--- src/rtl/srv_pkg.sv ---
// ----------------------------------------------------------------------------
// srv_pkg
// Constants, types and CRC helper shared by the request validator.
// ----------------------------------------------------------------------------
package srv_pkg;

    localparam int MAX_MESSAGE_BYTES = 2048;
    localparam int FRAG_MAX_BYTES    = 8;
    localparam int IDX_W             = 12;

    localparam logic [31:0] STUN_COOKIE      = 32'h2112A442;
    localparam logic [31:0] FP_XOR           = 32'h5354554e;
    localparam logic [15:0] ATTR_USERNAME    = 16'h0006;
    localparam logic [15:0] ATTR_INTEGRITY   = 16'h0008;
    localparam logic [15:0] ATTR_USE_CAND    = 16'h0025;
    localparam logic [15:0] ATTR_FINGERPRINT = 16'h8028;
    localparam logic [15:0] ATTR_CONTROLLED  = 16'h8029;
    localparam logic [IDX_W-1:0] HEADER_BYTES = 12'd20;

    typedef enum logic [1:0] {
        CFG_LOCAL_BYTES  = 2'd0,
        CFG_LOCAL_LEN    = 2'd1,
        CFG_REMOTE_BYTES = 2'd2,
        CFG_REMOTE_LEN   = 2'd3
    } t_cfg_index;

    typedef enum logic [2:0] {
        ST_OK        = 3'd0,
        ST_SHORT     = 3'd1,
        ST_COOKIE    = 3'd2,
        ST_TRUNC     = 3'd3,
        ST_USERNAME  = 3'd4,
        ST_FPRINT    = 3'd5,
        ST_CONTROLLED = 3'd6,
        ST_TOO_LONG  = 3'd7
    } t_status;

    typedef enum logic [1:0] {
        PH_HEADER = 2'd0,
        PH_ATTR_HDR = 2'd1,
        PH_VALUE = 2'd2
    } t_phase;

    typedef struct packed {
        logic [63:0] local_bytes;
        logic [3:0]  local_len;
        logic [63:0] remote_bytes;
        logic [3:0]  remote_len;
    } t_cfg;

    typedef struct packed {
        logic [2:0]  status;
        logic        use_candidate;
        logic        integrity_present;
        logic [10:0] integrity_offset;
        logic        fingerprint_present;
        logic [11:0] message_bytes;
        logic [15:0] message_kind;
        logic [31:0] txid_upper;
        logic [63:0] txid_lower;
    } t_result;

    function automatic logic [31:0] crc_byte(input logic [31:0] c_in, input logic [7:0] b);
        logic [31:0] c;
        c = c_in ^ {24'd0, b};
        for (int k = 0; k < 8; k++) begin
            c = (c >> 1) ^ (32'hEDB88320 & {32{c[0]}});
        end
        return c;
    endfunction

endpackage

--- src/rtl/srv_config.sv ---
// ----------------------------------------------------------------------------
// srv_config
// Ufrag register file, written through the configuration channel.
// ----------------------------------------------------------------------------
module srv_config (
    input  logic        i_clk,
    input  logic        i_rst_n,
    input  logic        i_cfg_valid,
    output logic        o_cfg_ready,
    input  logic [1:0]  i_cfg_index,
    input  logic [63:0] i_cfg_data,
    output srv_pkg::t_cfg o_cfg
);
    srv_pkg::t_cfg r_cfg;

    assign o_cfg_ready = 1'b1;
    assign o_cfg = r_cfg;

    always_ff @(posedge i_clk) begin
        if (!i_rst_n) begin
            r_cfg <= '0;
        end else if (i_cfg_valid) begin
            unique case (srv_pkg::t_cfg_index'(i_cfg_index))
                srv_pkg::CFG_LOCAL_BYTES:  r_cfg.local_bytes  <= i_cfg_data;
                srv_pkg::CFG_LOCAL_LEN:    r_cfg.local_len    <= i_cfg_data[3:0];
                srv_pkg::CFG_REMOTE_BYTES: r_cfg.remote_bytes <= i_cfg_data;
                srv_pkg::CFG_REMOTE_LEN:   r_cfg.remote_len   <= i_cfg_data[3:0];
                default: ;
            endcase
        end
    end
endmodule

--- src/rtl/srv_parser.sv ---
// ----------------------------------------------------------------------------
// srv_parser
// Byte-wise message parser: header, attribute walk, CRC and result build.
// ----------------------------------------------------------------------------
module srv_parser (
    input  logic        i_clk,
    input  logic        i_rst_n,
    input  logic        i_step,
    input  logic [7:0]  i_byte,
    input  logic        i_last,
    input  srv_pkg::t_cfg i_cfg,
    output srv_pkg::t_result o_result
);
    logic [11:0] r_idx, n_idx;
    srv_pkg::t_phase r_phase, n_phase;
    logic [15:0] r_akind, n_akind, r_alen, n_alen, r_apos, n_apos;
    logic [31:0] r_crc, n_crc, r_crc_attr, n_crc_attr, r_fpw, n_fpw;
    logic        r_prefix, n_prefix;
    logic [63:0] r_tail, n_tail;
    logic [7:0]  r_txid [12];
    logic [2:0]  r_err, n_err, r_seen, n_seen;
    logic [10:0] r_ipos, n_ipos;
    logic [15:0] r_kind, n_kind;

    logic [3:0]  ll, rl;
    logic [16:0] padded;
    logic [63:0] rmask;
    logic [5:0]  shamt;
    logic [7:0]  want;
    logic [16:0] p1;
    logic [31:0] fpw_sh;
    logic [2:0]  st;
    logic [11:0] txsel;

    assign ll = (i_cfg.local_len > 4'(srv_pkg::FRAG_MAX_BYTES)) ?
                4'(srv_pkg::FRAG_MAX_BYTES) : i_cfg.local_len;
    assign rl = (i_cfg.remote_len > 4'(srv_pkg::FRAG_MAX_BYTES)) ?
                4'(srv_pkg::FRAG_MAX_BYTES) : i_cfg.remote_len;
    assign rmask = (rl >= 4'd8) ? '1 : ((64'd1 << {rl[2:0], 3'd0}) - 64'd1);

    always_comb begin
        logic finish;
        logic [15:0] dl;
        logic [16:0] pad_c;
        n_idx = r_idx; n_phase = r_phase; n_akind = r_akind; n_alen = r_alen;
        n_apos = r_apos; n_crc = r_crc; n_crc_attr = r_crc_attr; n_fpw = r_fpw;
        n_prefix = r_prefix; n_tail = r_tail; n_err = r_err; n_seen = r_seen;
        n_ipos = r_ipos; n_kind = r_kind;
        finish = 1'b0; dl = r_alen; pad_c = '0;
        padded = ({1'b0, r_alen} + 17'd3) & ~17'd3;
        shamt = 6'd56 - {r_apos[2:0], 3'd0};
        want = 8'(i_cfg.local_bytes >> shamt);
        p1 = {1'b0, r_apos} + 17'd1;
        fpw_sh = {r_fpw[23:0], i_byte};
        txsel = r_idx - 12'd8;
        if (r_idx >= 12'(srv_pkg::MAX_MESSAGE_BYTES)) begin
            if (n_err == srv_pkg::ST_OK) n_err = srv_pkg::ST_TOO_LONG;
        end else begin
            n_crc = srv_pkg::crc_byte(r_crc, i_byte);
            n_idx = r_idx + 12'd1;
            unique case (r_phase)
                srv_pkg::PH_HEADER: begin
                    if (r_idx < 12'd2) n_kind = {r_kind[7:0], i_byte};
                    else if (r_idx >= 12'd4 && r_idx < 12'd8) begin
                        n_fpw = fpw_sh;
                        if (r_idx == 12'd7 && fpw_sh != srv_pkg::STUN_COOKIE &&
                            n_err == srv_pkg::ST_OK) n_err = srv_pkg::ST_COOKIE;
                    end
                    if (n_idx >= srv_pkg::HEADER_BYTES) begin
                        n_phase = srv_pkg::PH_ATTR_HDR; n_apos = '0; n_fpw = '0;
                    end
                end
                srv_pkg::PH_ATTR_HDR: begin
                    if (r_apos == 16'd0) n_crc_attr = r_crc;
                    if (r_apos < 16'd2) n_akind = {r_akind[7:0], i_byte};
                    else n_alen = {r_alen[7:0], i_byte};
                    n_apos = r_apos + 16'd1;
                    if (r_apos == 16'd3) begin
                        dl = n_alen;
                        n_apos = '0; n_prefix = 1'b1; n_tail = '0; n_fpw = '0;
                        if (n_akind == srv_pkg::ATTR_USE_CAND) n_seen[0] = 1'b1;
                        if (n_akind == srv_pkg::ATTR_INTEGRITY) begin
                            n_seen[1] = 1'b1; n_ipos = 11'(r_idx - 12'd3);
                        end
                        if (n_akind == srv_pkg::ATTR_CONTROLLED && n_err == srv_pkg::ST_OK)
                            n_err = srv_pkg::ST_CONTROLLED;
                        if (n_alen == 16'd0) finish = 1'b1;
                        pad_c = ({1'b0, n_alen} + 17'd3) & ~17'd3;
                        n_phase = (pad_c != 17'd0) ? srv_pkg::PH_VALUE : srv_pkg::PH_ATTR_HDR;
                    end
                end
                default: begin
                    if (r_apos < r_alen) begin
                        if (r_akind == srv_pkg::ATTR_USERNAME) begin
                            if (r_apos < {12'd0, ll} && want != i_byte) n_prefix = 1'b0;
                            n_tail = {r_tail[55:0], i_byte};
                        end
                        if (r_akind == srv_pkg::ATTR_FINGERPRINT && r_apos < 16'd4) begin
                            n_fpw = fpw_sh;
                            if (r_apos == 16'd3) begin
                                if (fpw_sh == (~r_crc_attr ^ srv_pkg::FP_XOR)) n_seen[2] = 1'b1;
                                else if (n_err == srv_pkg::ST_OK) n_err = srv_pkg::ST_FPRINT;
                            end
                        end
                        if (p1 == {1'b0, r_alen}) finish = 1'b1;
                    end
                    n_apos = r_apos + 16'd1;
                    if (p1 >= padded) begin
                        n_phase = srv_pkg::PH_ATTR_HDR; n_apos = '0;
                    end
                end
            endcase
            if (finish) begin
                if (n_akind == srv_pkg::ATTR_USERNAME &&
                    !(n_prefix && dl >= {12'd0, ll} && dl >= {12'd0, rl} &&
                      ((n_tail ^ i_cfg.remote_bytes) & rmask) == 64'd0) &&
                    n_err == srv_pkg::ST_OK) n_err = srv_pkg::ST_USERNAME;
                if (n_akind == srv_pkg::ATTR_FINGERPRINT && dl < 16'd4 &&
                    n_err == srv_pkg::ST_OK) n_err = srv_pkg::ST_FPRINT;
            end
        end
        if (n_err != srv_pkg::ST_OK) st = n_err;
        else if (n_idx < srv_pkg::HEADER_BYTES) st = srv_pkg::ST_SHORT;
        else if (n_phase == srv_pkg::PH_VALUE ||
                 (n_phase == srv_pkg::PH_ATTR_HDR && n_apos != 16'd0)) st = srv_pkg::ST_TRUNC;
        else st = srv_pkg::ST_OK;
    end

    always_ff @(posedge i_clk) begin
        if (!i_rst_n || (i_step && i_last)) begin
            r_idx <= '0; r_phase <= srv_pkg::PH_HEADER; r_akind <= '0; r_alen <= '0;
            r_apos <= '0; r_crc <= '1; r_crc_attr <= '1; r_fpw <= '0; r_prefix <= 1'b1;
            r_tail <= '0; r_err <= '0; r_seen <= '0; r_ipos <= '0; r_kind <= '0;
        end else if (i_step) begin
            r_idx <= n_idx; r_phase <= n_phase; r_akind <= n_akind; r_alen <= n_alen;
            r_apos <= n_apos; r_crc <= n_crc; r_crc_attr <= n_crc_attr; r_fpw <= n_fpw;
            r_prefix <= n_prefix; r_tail <= n_tail; r_err <= n_err; r_seen <= n_seen;
            r_ipos <= n_ipos; r_kind <= n_kind;
        end
    end

    // txid bytes written by index; no reset needed, masked until header complete
    always_ff @(posedge i_clk) begin
        if (i_step && r_phase == srv_pkg::PH_HEADER && r_idx >= 12'd8 &&
            r_idx < srv_pkg::HEADER_BYTES) r_txid[txsel[3:0]] <= i_byte;
    end

    always_comb begin
        logic [7:0] tx [12];
        logic hdr_done;
        for (int k = 0; k < 12; k++) tx[k] = r_txid[k];
        if (i_step && r_phase == srv_pkg::PH_HEADER && r_idx >= 12'd8 &&
            r_idx < srv_pkg::HEADER_BYTES) tx[txsel[3:0]] = i_byte;
        hdr_done = n_idx >= srv_pkg::HEADER_BYTES;
        o_result.status = st;
        o_result.use_candidate = n_seen[0];
        o_result.integrity_present = n_seen[1];
        o_result.integrity_offset = n_ipos;
        o_result.fingerprint_present = n_seen[2];
        o_result.message_bytes = n_idx;
        o_result.message_kind = (n_idx >= 12'd2) ? n_kind : 16'd0;
        o_result.txid_upper = hdr_done ? {tx[0], tx[1], tx[2], tx[3]} : 32'd0;
        o_result.txid_lower = hdr_done ?
            {tx[4], tx[5], tx[6], tx[7], tx[8], tx[9], tx[10], tx[11]} : 64'd0;
    end
endmodule

--- src/rtl/stun_request_validator.sv ---
// ----------------------------------------------------------------------------
// stun_request_validator
// STUN request checker: header, ufrag, fingerprint and role rules.
// ----------------------------------------------------------------------------
// Takes one message byte per cycle while o_stall is low, no gaps needed; each
// byte updates the CRC and parser state. One result is registered after the
// final byte and held in an output register; the next message may start while
// that result waits, and input stalls only if a second result would arrive
// while the first is still held. Configuration is always ready.
module stun_request_validator (
    input  logic        i_clk,
    input  logic        i_rst_n,
    input  logic        i_valid,
    output logic        o_stall,
    input  logic [7:0]  i_message_byte,
    input  logic        i_final_byte,
    output logic        o_valid,
    input  logic        i_stall,
    output logic [2:0]  o_status,
    output logic        o_use_candidate,
    output logic        o_integrity_present,
    output logic [10:0] o_integrity_offset,
    output logic        o_fingerprint_present,
    output logic [11:0] o_message_bytes,
    output logic [15:0] o_message_kind,
    output logic [31:0] o_txid_upper,
    output logic [63:0] o_txid_lower,
    input  logic        i_cfg_valid,
    output logic        o_cfg_ready,
    input  logic [1:0]  i_cfg_index,
    input  logic [63:0] i_cfg_data
);
    srv_pkg::t_cfg    cfg;
    srv_pkg::t_result res;
    srv_pkg::t_result r_res;
    logic r_valid;
    logic step;

    // stall only on a final byte while a result is still held
    assign o_stall = r_valid && i_stall && i_final_byte;
    assign step = i_valid && !o_stall;

    srv_config u_cfg (
        .i_clk, .i_rst_n, .i_cfg_valid, .o_cfg_ready, .i_cfg_index, .i_cfg_data,
        .o_cfg(cfg)
    );

    srv_parser u_parse (
        .i_clk, .i_rst_n, .i_step(step), .i_byte(i_message_byte),
        .i_last(i_final_byte), .i_cfg(cfg), .o_result(res)
    );

    always_ff @(posedge i_clk) begin
        if (!i_rst_n) begin
            r_valid <= 1'b0;
        end else if (step && i_final_byte) begin
            r_valid <= 1'b1;
        end else if (!i_stall) begin
            r_valid <= 1'b0;
        end
    end

    always_ff @(posedge i_clk) begin
        if (step && i_final_byte) r_res <= res;
    end

    assign o_valid = r_valid;
    assign o_status = r_res.status;
    assign o_use_candidate = r_res.use_candidate;
    assign o_integrity_present = r_res.integrity_present;
    assign o_integrity_offset = r_res.integrity_offset;
    assign o_fingerprint_present = r_res.fingerprint_present;
    assign o_message_bytes = r_res.message_bytes;
    assign o_message_kind = r_res.message_kind;
    assign o_txid_upper = r_res.txid_upper;
    assign o_txid_lower = r_res.txid_lower;

    a_hold: assert property (@(posedge i_clk) disable iff (!i_rst_n)
        o_valid && i_stall |=> o_valid && $stable(o_status))
        else $error("held result changed");
    a_ok_len: assert property (@(posedge i_clk) disable iff (!i_rst_n)
        o_valid && o_status == srv_pkg::ST_OK |-> o_message_bytes >= 12'd20)
        else $error("ok status on short message");
    a_fp: assert property (@(posedge i_clk) disable iff (!i_rst_n)
        o_valid && o_fingerprint_present |-> o_message_bytes >= 12'd28)
        else $error("fingerprint flag without room");
endmodule
--- config.mk ---
export PLATFORM = sky130hd
export DESIGN_NAME = stun_request_validator
export DESIGN_NICKNAME = d
export VERILOG_FILES = /design/src/rtl/srv_pkg.sv /design/src/rtl/srv_config.sv /design/src/rtl/srv_parser.sv /design/src/rtl/stun_request_validator.sv
export SDC_FILE = /design/constraint.sdc
export NUM_CORES = 2
export LEC_CHECK = 0
export BUFFER_PORTS_ARGS = -buffer_cell sky130_fd_sc_hd__buf_2
export CAP_MARGIN = 30
export CELL_PAD_IN_SITES_DETAIL_PLACEMENT = 0
export CELL_PAD_IN_SITES_GLOBAL_PLACEMENT = 1
export CORE_UTILIZATION = 47
export DETAILED_ROUTE_END_ITERATION = 10
export PLACE_DENSITY_LB_ADDON = 0.1
export SLEW_MARGIN = 20
export SYNTH_ARGS = -nofsm -noshare
export SYNTH_HDL_FRONTEND = slang
export SYNTH_SLANG_ARGS = --single-unit
--- constraint.sdc ---
create_clock -name i_clk -period 7.15 [get_ports i_clk]
set_input_delay 2.145 -clock i_clk [delete_from_list [all_inputs] [get_ports i_clk]]
set_output_delay 2.145 -clock i_clk [all_outputs]
set_load 0.05 [all_outputs]
== Word-level counts from Yosys, hierarchy flattened ==
Memories as Yosys holds them, arrays and structs flattened.
Cells that the tools add are included.

* Register bits after elaboration: 526
* Memory bits (writable): 96
* Bits of input ports: 80
* Output and inout bits: 144
* Word-level logic and storage cells: 247
* Memories kept: 1

{| class="wikitable"
|+ Memory list
! name !! depth !! width !! rd ports !! clocked after memory_dff !! wr ports !! RTL line !! RTL
|-
| u_parse.r_txid || 12 || 8 || 12 || 0 || 1 || srv_parser.sv:20 || <nowiki>logic [7:0] r_txid [12];</nowiki>
|}

* Add/subtract/negate cells: 9
* Order comparisons: 23
* Equality and inequality tests: 23
* Shift operators: 2
* Multiplexer cells: 97
* Bitwise operators: 15
* Reduce and logical (&&, ||, !) cells: 49

{| class="wikitable"
|+ Operator list
! operator !! count
|-
| 2-to-1 mux 64 bit || 5
|-
| 2-to-1 mux 16 bit || 18
|-
| bitwise XOR 31 x 32 -> 32 bit || 8
|-
| 2-to-1 mux 24 bit || 6
|-
| case mux 64 bit (2 select lines) || 1
|-
| bitwise mux 96 bit || 1
|-
| 2-to-1 mux 96 bit || 1
|-
| AND 64 bit || 1
|-
| logical NOT 64 bit || 1
|-
| left shift 1 x 6 -> 64 bit, first input constant || 1
|-
| >> shifter 64 x 6 -> 8 bit || 1
|-
| subtractor 64 x 1 -> 64 bit, second input constant || 1
|-
| bitwise XOR 64 bit || 1
|-
| 2-to-1 mux 3 bit || 21
|-
| equality test 16 bit, second input constant || 3
|-
| case mux 24 bit (2 select lines) || 1
|-
| 2-to-1 mux 11 bit || 4
|-
| adder 16 x 2 -> 17 bit, second input constant || 2
|-
| demux 8 bit (select 4 bit) || 1
|-
| equality test 16 x 3 -> 1 bit, second input constant || 2
|-
| equality test 32 bit || 1
|-
| >= comparator 16 x 4 -> 1 bit || 2
|-
| logical NOT 16 bit || 2
|-
| < comparator 16 x 3 -> 1 bit, second input constant || 2
|-
| other kinds (61) || 131
|}

== Longest topological paths before layout ==
* Depth in word-level cells: 25
* Depth in mapped cells: 25
* Gate-level depth less buffers: 24

== Hierarchy ==
Synthesis repeated with hierarchy kept, for this count alone.

* Cell total of the unflattened synthesis: 3,296
* Area total of the unflattened synthesis: 30,862.1 µm²

{| class="wikitable"
|+ By module, submodules not included
! module !! times used !! cells each !! area each (µm²) !! seq. area each (µm²)
|-
| srv_parser || 1 || 2,634 || 21,393.0 || 7,847.5
|-
| srv_config || 1 || 514 || 5,175.0 || 2,722.6
|-
| stun_request_validator || 1 || 148 || 4,294.1 || 4,254.1
|}

== Worst setup path before layout ==
No wires, ideal clock.

* Path type: in2reg
* Start: in i_stall
* End: reg r_res, in the netlist o_fingerprint_present, enable pin
* Library setup time: 494 ps
* Arrival time: 5,516 ps
* Data required time: 6,656 ps
* Slack: 1,140 ps
* Cell stages on the path: 5
* Path buffers: 1
* Cells stage by stage: nand3_1 > and2_1 > clkbuf_1 > nand2_1 > inv_1

* Longest elaborated chain between the ends: 5

{| class="wikitable"
|+ Ends and longest elaborated chain
! what !! RTL line !! RTL
|-
| start: declaration || stun_request_validator.sv:18 || <nowiki>input logic i_stall,</nowiki>
|-
| logical AND 1 bit (2 in series) || stun_request_validator.sv:40 || <nowiki>assign o_stall = r_valid && i_stall && i_final_byte;</nowiki>
|-
| logical NOT 1 bit || stun_request_validator.sv:41 || <nowiki>assign step = i_valid && !o_stall;</nowiki>
|-
| logical AND 1 bit || stun_request_validator.sv:41 ||
|-
| logical AND 1 bit || stun_request_validator.sv:64 || <nowiki>if (step && i_final_byte) r_res <= res;</nowiki>
|-
| end signal: assignment || stun_request_validator.sv:64 ||
|-
| end: declaration || stun_request_validator.sv:35 || <nowiki>srv_pkg::t_result r_res;</nowiki>
|}

No other way between the ends.
A chain may end at the register's enable or synchronous reset.

==> metrics.md <==
| Metric | Value |
|---|---|
| Status | `finished clean` |
| Die height | `between 200 and 300 um` |
| H-tree depth | `3` |
| CTS tree | `yes` |
| Syn_area_per_cell | `approximately 9.0 um2` |
| I/O Buffers | `about 220` |
| Unrepaired setup endpoints after global routing | `no` |
| Yosys warnings | `0` |
| Layout cell share with drive strength beyond 1 | `0.127` |
| Clk sink count | `between 600 and 700` |
| Final ANT Viol Nets | `0` |
| Post-synth cell types | `a little under 80` |
| Max-slew violation count | `0` |
| CP Class | `register to register` |
| Num CTS Buffers | `slightly below 70` |
| Die footprint | `0.0645 mm2` |
| Synth area leader | `dfxtp_1` |
| Crit start category | `register` |
| Final HPWL DP | `62.0 mm` |
| # fillers | `between 5000 and 6000` |
| Worst relative slew slack | `0.346` |
| Max-cap viol count | `0` |
| Async set or reset register ratio after synthesis | `0` |
| Cells after Synth | `about 3300` |
| Final period utilization | `0.793` |
| Die width | `between 200 and 300 um` |
| Hold worst-path end | `u_parse.r_kind[13]` |
| DR vias | `about 24000` |
| Least-Margin Pin Slew | `0.974 ns` |
| Fin. Hold Viols | `0` |
| Hold Path Class | `register to register` |
| Yosys reg bits | `a little over 600` |
| Tot GR Track Use | `0.271` |
| Register-to-Register Path Depth | `14` |
| Clk buf depth | `3` |
| Reg2Reg Setup Slack | `around 1.5 ns` |
| Top area cells in the synthesized netlist | `dfxtp_1, edfxtp_1, nand2_1, a21oi_1, xnor2_1` |
| Worst-path clk slew | `around 0.060 ns` |
| R2r startpoint | `u_parse.r_alen[13]` |
| Core ar. | `just over 0.06 mm2` |
| Post-CTS sizing | `0` |
| Clock skew | `0.0275 ns` |
| Final setup vio count | `0` |
| Layout area overhead | `13.7%` |
| WP data required | `about 7.6 ns` |
| FMAX | `176 MHz` |
| Post-synthesis sequential area ratio | `0.497` |
| Hold_buf cts | `0` |
| Avg WL per Cell | `between 20 and 25 um` |
| Syn nets | `approximately 3500` |
| Final WL | `approximately 89 mm` |
| Grt total ovfl | `0` |
| Worst Hold Depth | `2` |
| Root buffer cell | `clkbuf_16` |
| Largest net degree at the start of global routing | `between 90 and 100` |
| Gpl congestion | `~0.89` |
| Synth Flop Type | `dfxtp_1` |
| First-pass GRT wire length | `~130 mm` |
| Leakage | `between 10 and 15 nW` |
| # rows | `91` |
| Hold Slack | `~0.45 ns` |
| Vias in the first global route | `between 20000 and 25000` |
| Capture point of the worst reg-to-reg path | `o_status[1]` |
| Post-CTS Setup Inserts | `0` |
| Remaining DRCs | `0` |
| Antenna violations before repair | `2` |
| Cell Pwr Density | `242 mW/mm2` |
| Setup TNS | `0 ns` |
| Max IR drop VDD | `0.000139 V` |
| Post-Syn Area | `approximately 0.030 mm2` |
| IO Count | `roughly 220` |
| Crit-path max FO | `about 50` |
| DR pass1 iterations | `5` |
| Share of the synthesized area in the top cell type | `0.258` |
| Total Nets Final | `between 3000 and 4000` |
| Min-delay src | `u_parse.r_kind[13]` |
| Drt via density | `5.64` |
| Power consumption | `8.22 mW` |
| Crit path DAT | `6.09 ns` |
| Initial core utilization | `0.480` |
| Setup crit end kind | `register` |
| Worst skew pair latency | `around 0.63 ns` |
| 1st-iter DRT viols | `about 2200` |
| Final Critical Period | `5.67 ns` |
| Number of flops mapped to enable cells by yosys | `about 240` |
| Ant diodes | `0` |
==> per-layer routing <==
layer / up-vias / track usage / share of wire
met5: - / 0 / 0
met4: 0 / 0.0897 / 0.028
met3: 145 / 0.0332 / 0.061
met2: 847 / 0.446 / 0.47
met1: 11700 / 0.370 / 0.44
li1: 11700 / - / -
==> placed cells by master (no fill, tap or decap), types with 53 or more instances in the layout <==
master       n
a21boi_0   130
a21oi_1    274
buf_2      221
buf_4       53
clkbuf_16   69
dfxtp_1    385
edfxtp_1   237
inv_1       59
mux2i_1     89
nand2_1    894
nand3_1     71
nor2_1     151
nor3_1      53
o21ai_0     74
xnor2_1    130
xor2_1      63
==> cells by family (layout without fill, tap and decap cells) <==
group | after synthesis | in the layout | share of synthesized area
AO/OA/AOI/OAI | 636 | 636 | 0.134
XOR/XNOR | 193 | 193 | 0.0567
adder cells (fa/ha/maj) | 49 | 49 | 0.0206
buffers and inverters | 285 | 460 | 0.0366
flip-flops | 622 | 622 | 0.497
multiplexers | 114 | 114 | 0.0453
other | 1 | 1 | 0.000126
AND/OR/NAND/NOR | 1421 | 1421 | 0.210
==> registers in the layout, summed over array words and instances (netlist names), 24 cells and up <==
name,count
o_txid_upper,32
u_cfg.o_cfg,136
u_parse.r_fpw,24
u_parse.r_txid,96
o_txid_lower,64
u_parse.r_crc_attr,32
u_parse.r_tail,64
u_parse.r_crc,32
==> critical path, stage by stage (launching register included) <==
cell and delay, ns:
dfxtp_1 0.49, inv_1 0.09, ha_1 0.31, nand4_1 0.47
a211o_1 0.57, o2111ai_4 0.28, buf_4 0.71, mux2i_1 0.32
o22ai_1 0.13, or4b_1 0.47, a2111oi_0 0.59, nor4_1 0.25
a21oi_1 0.28, nand3_4 0.12, o41ai_2 0.37
==> cell type report <==
cell class / count / area [um2] / share of cell area
clock buffer: 91 / 1920 / 0.0566
clock inverter: 33 / 339 / 0.0100
multi-input combinational: 2414 / 14000 / 0.413
inverter: 60 / 230 / 0.00679
tap: 837 / 1050 / 0.0309
sequential: 622 / 14800 / 0.437
timing repair buffer: 276 / 1550 / 0.0457
==> power by group <==
| group | switching, mW | total (mW) | leakage [nW] | internal, mW |
|---|---|---|---|---|
| registers | 0.0838 | 3.85 | 5.34 | 3.77 |
| logic | 0.561 | 0.858 | 6.21 | 0.296 |
| clock network | 1.52 | 3.51 | 1.10 | 2.00 |
| total | 2.16 | 8.22 | 12.6 | 6.06 |
==> worst max-delay path by stage <==
stage,from,endpoint,slack [ns],cells past startpoint
2_1_floorplan,i_stall,o_fingerprint_present,1.14,5
3_3_place_gp,i_message_byte[0],o_status[1],1.60,13
3_5_place_dp,u_parse.r_alen[13],o_status[1],1.48,14
4_1_cts,u_parse.r_alen[13],o_status[1],1.51,14
5_1_grt,u_parse.r_alen[13],o_status[1],1.20,14
6_report,u_parse.r_alen[13],o_status[1],1.48,14
==> Yosys cell counts (4+ instances only) <==
| cell type | instances |
|---|---|
| nand2_1 | 896 |
| edfxtp_1 | 237 |
| and2_1 | 33 |
| nand3_1 | 72 |
| dfxtp_1 | 385 |
| a211oi_1 | 11 |
| xnor2_1 | 130 |
| xor2_1 | 63 |
| o21a_1 | 9 |
| nor2b_1 | 21 |
| o32ai_1 | 5 |
| nand4_1 | 33 |
| o311ai_0 | 5 |
| buf_2 | 8 |
| inv_1 | 60 |
| o21ai_0 | 74 |
| a31oi_1 | 4 |
| a21oi_1 | 275 |
| or2_2 | 8 |
| nand2b_1 | 15 |
| a21boi_0 | 130 |
| mux2_2 | 9 |
| o22ai_1 | 11 |
| nand4b_1 | 6 |
| o2111ai_1 | 10 |
| or4_1 | 8 |
| nor4_1 | 39 |
| a21o_1 | 11 |
| a2111oi_0 | 5 |
| a221oi_1 | 4 |
| a22oi_1 | 16 |
| mux4_2 | 16 |
| ha_1 | 49 |
| nor2_1 | 153 |
| clkbuf_1 | 199 |
| and4_1 | 8 |
| nor3b_1 | 24 |
| and3_1 | 12 |
| or3_1 | 19 |
| nor4b_1 | 6 |
| nor3_1 | 53 |
| mux2i_1 | 89 |
| o211ai_1 | 37 |
| buf_1 | 16 |
==> per-stage QoR <==
step	area, um2	setup slack (ns)	utilization	instances
after global routing	33900	1.20	0.546	4333
after detailed placement	31600	1.48	0.509	4208
after global placement	31600	1.60	0.508	4206
final	33900	1.48	0.546	4333
after CTS	33900	1.51	0.545	4332
after floorplan	29800	1.14	-	3321
(Power assumes the default switching activity.)
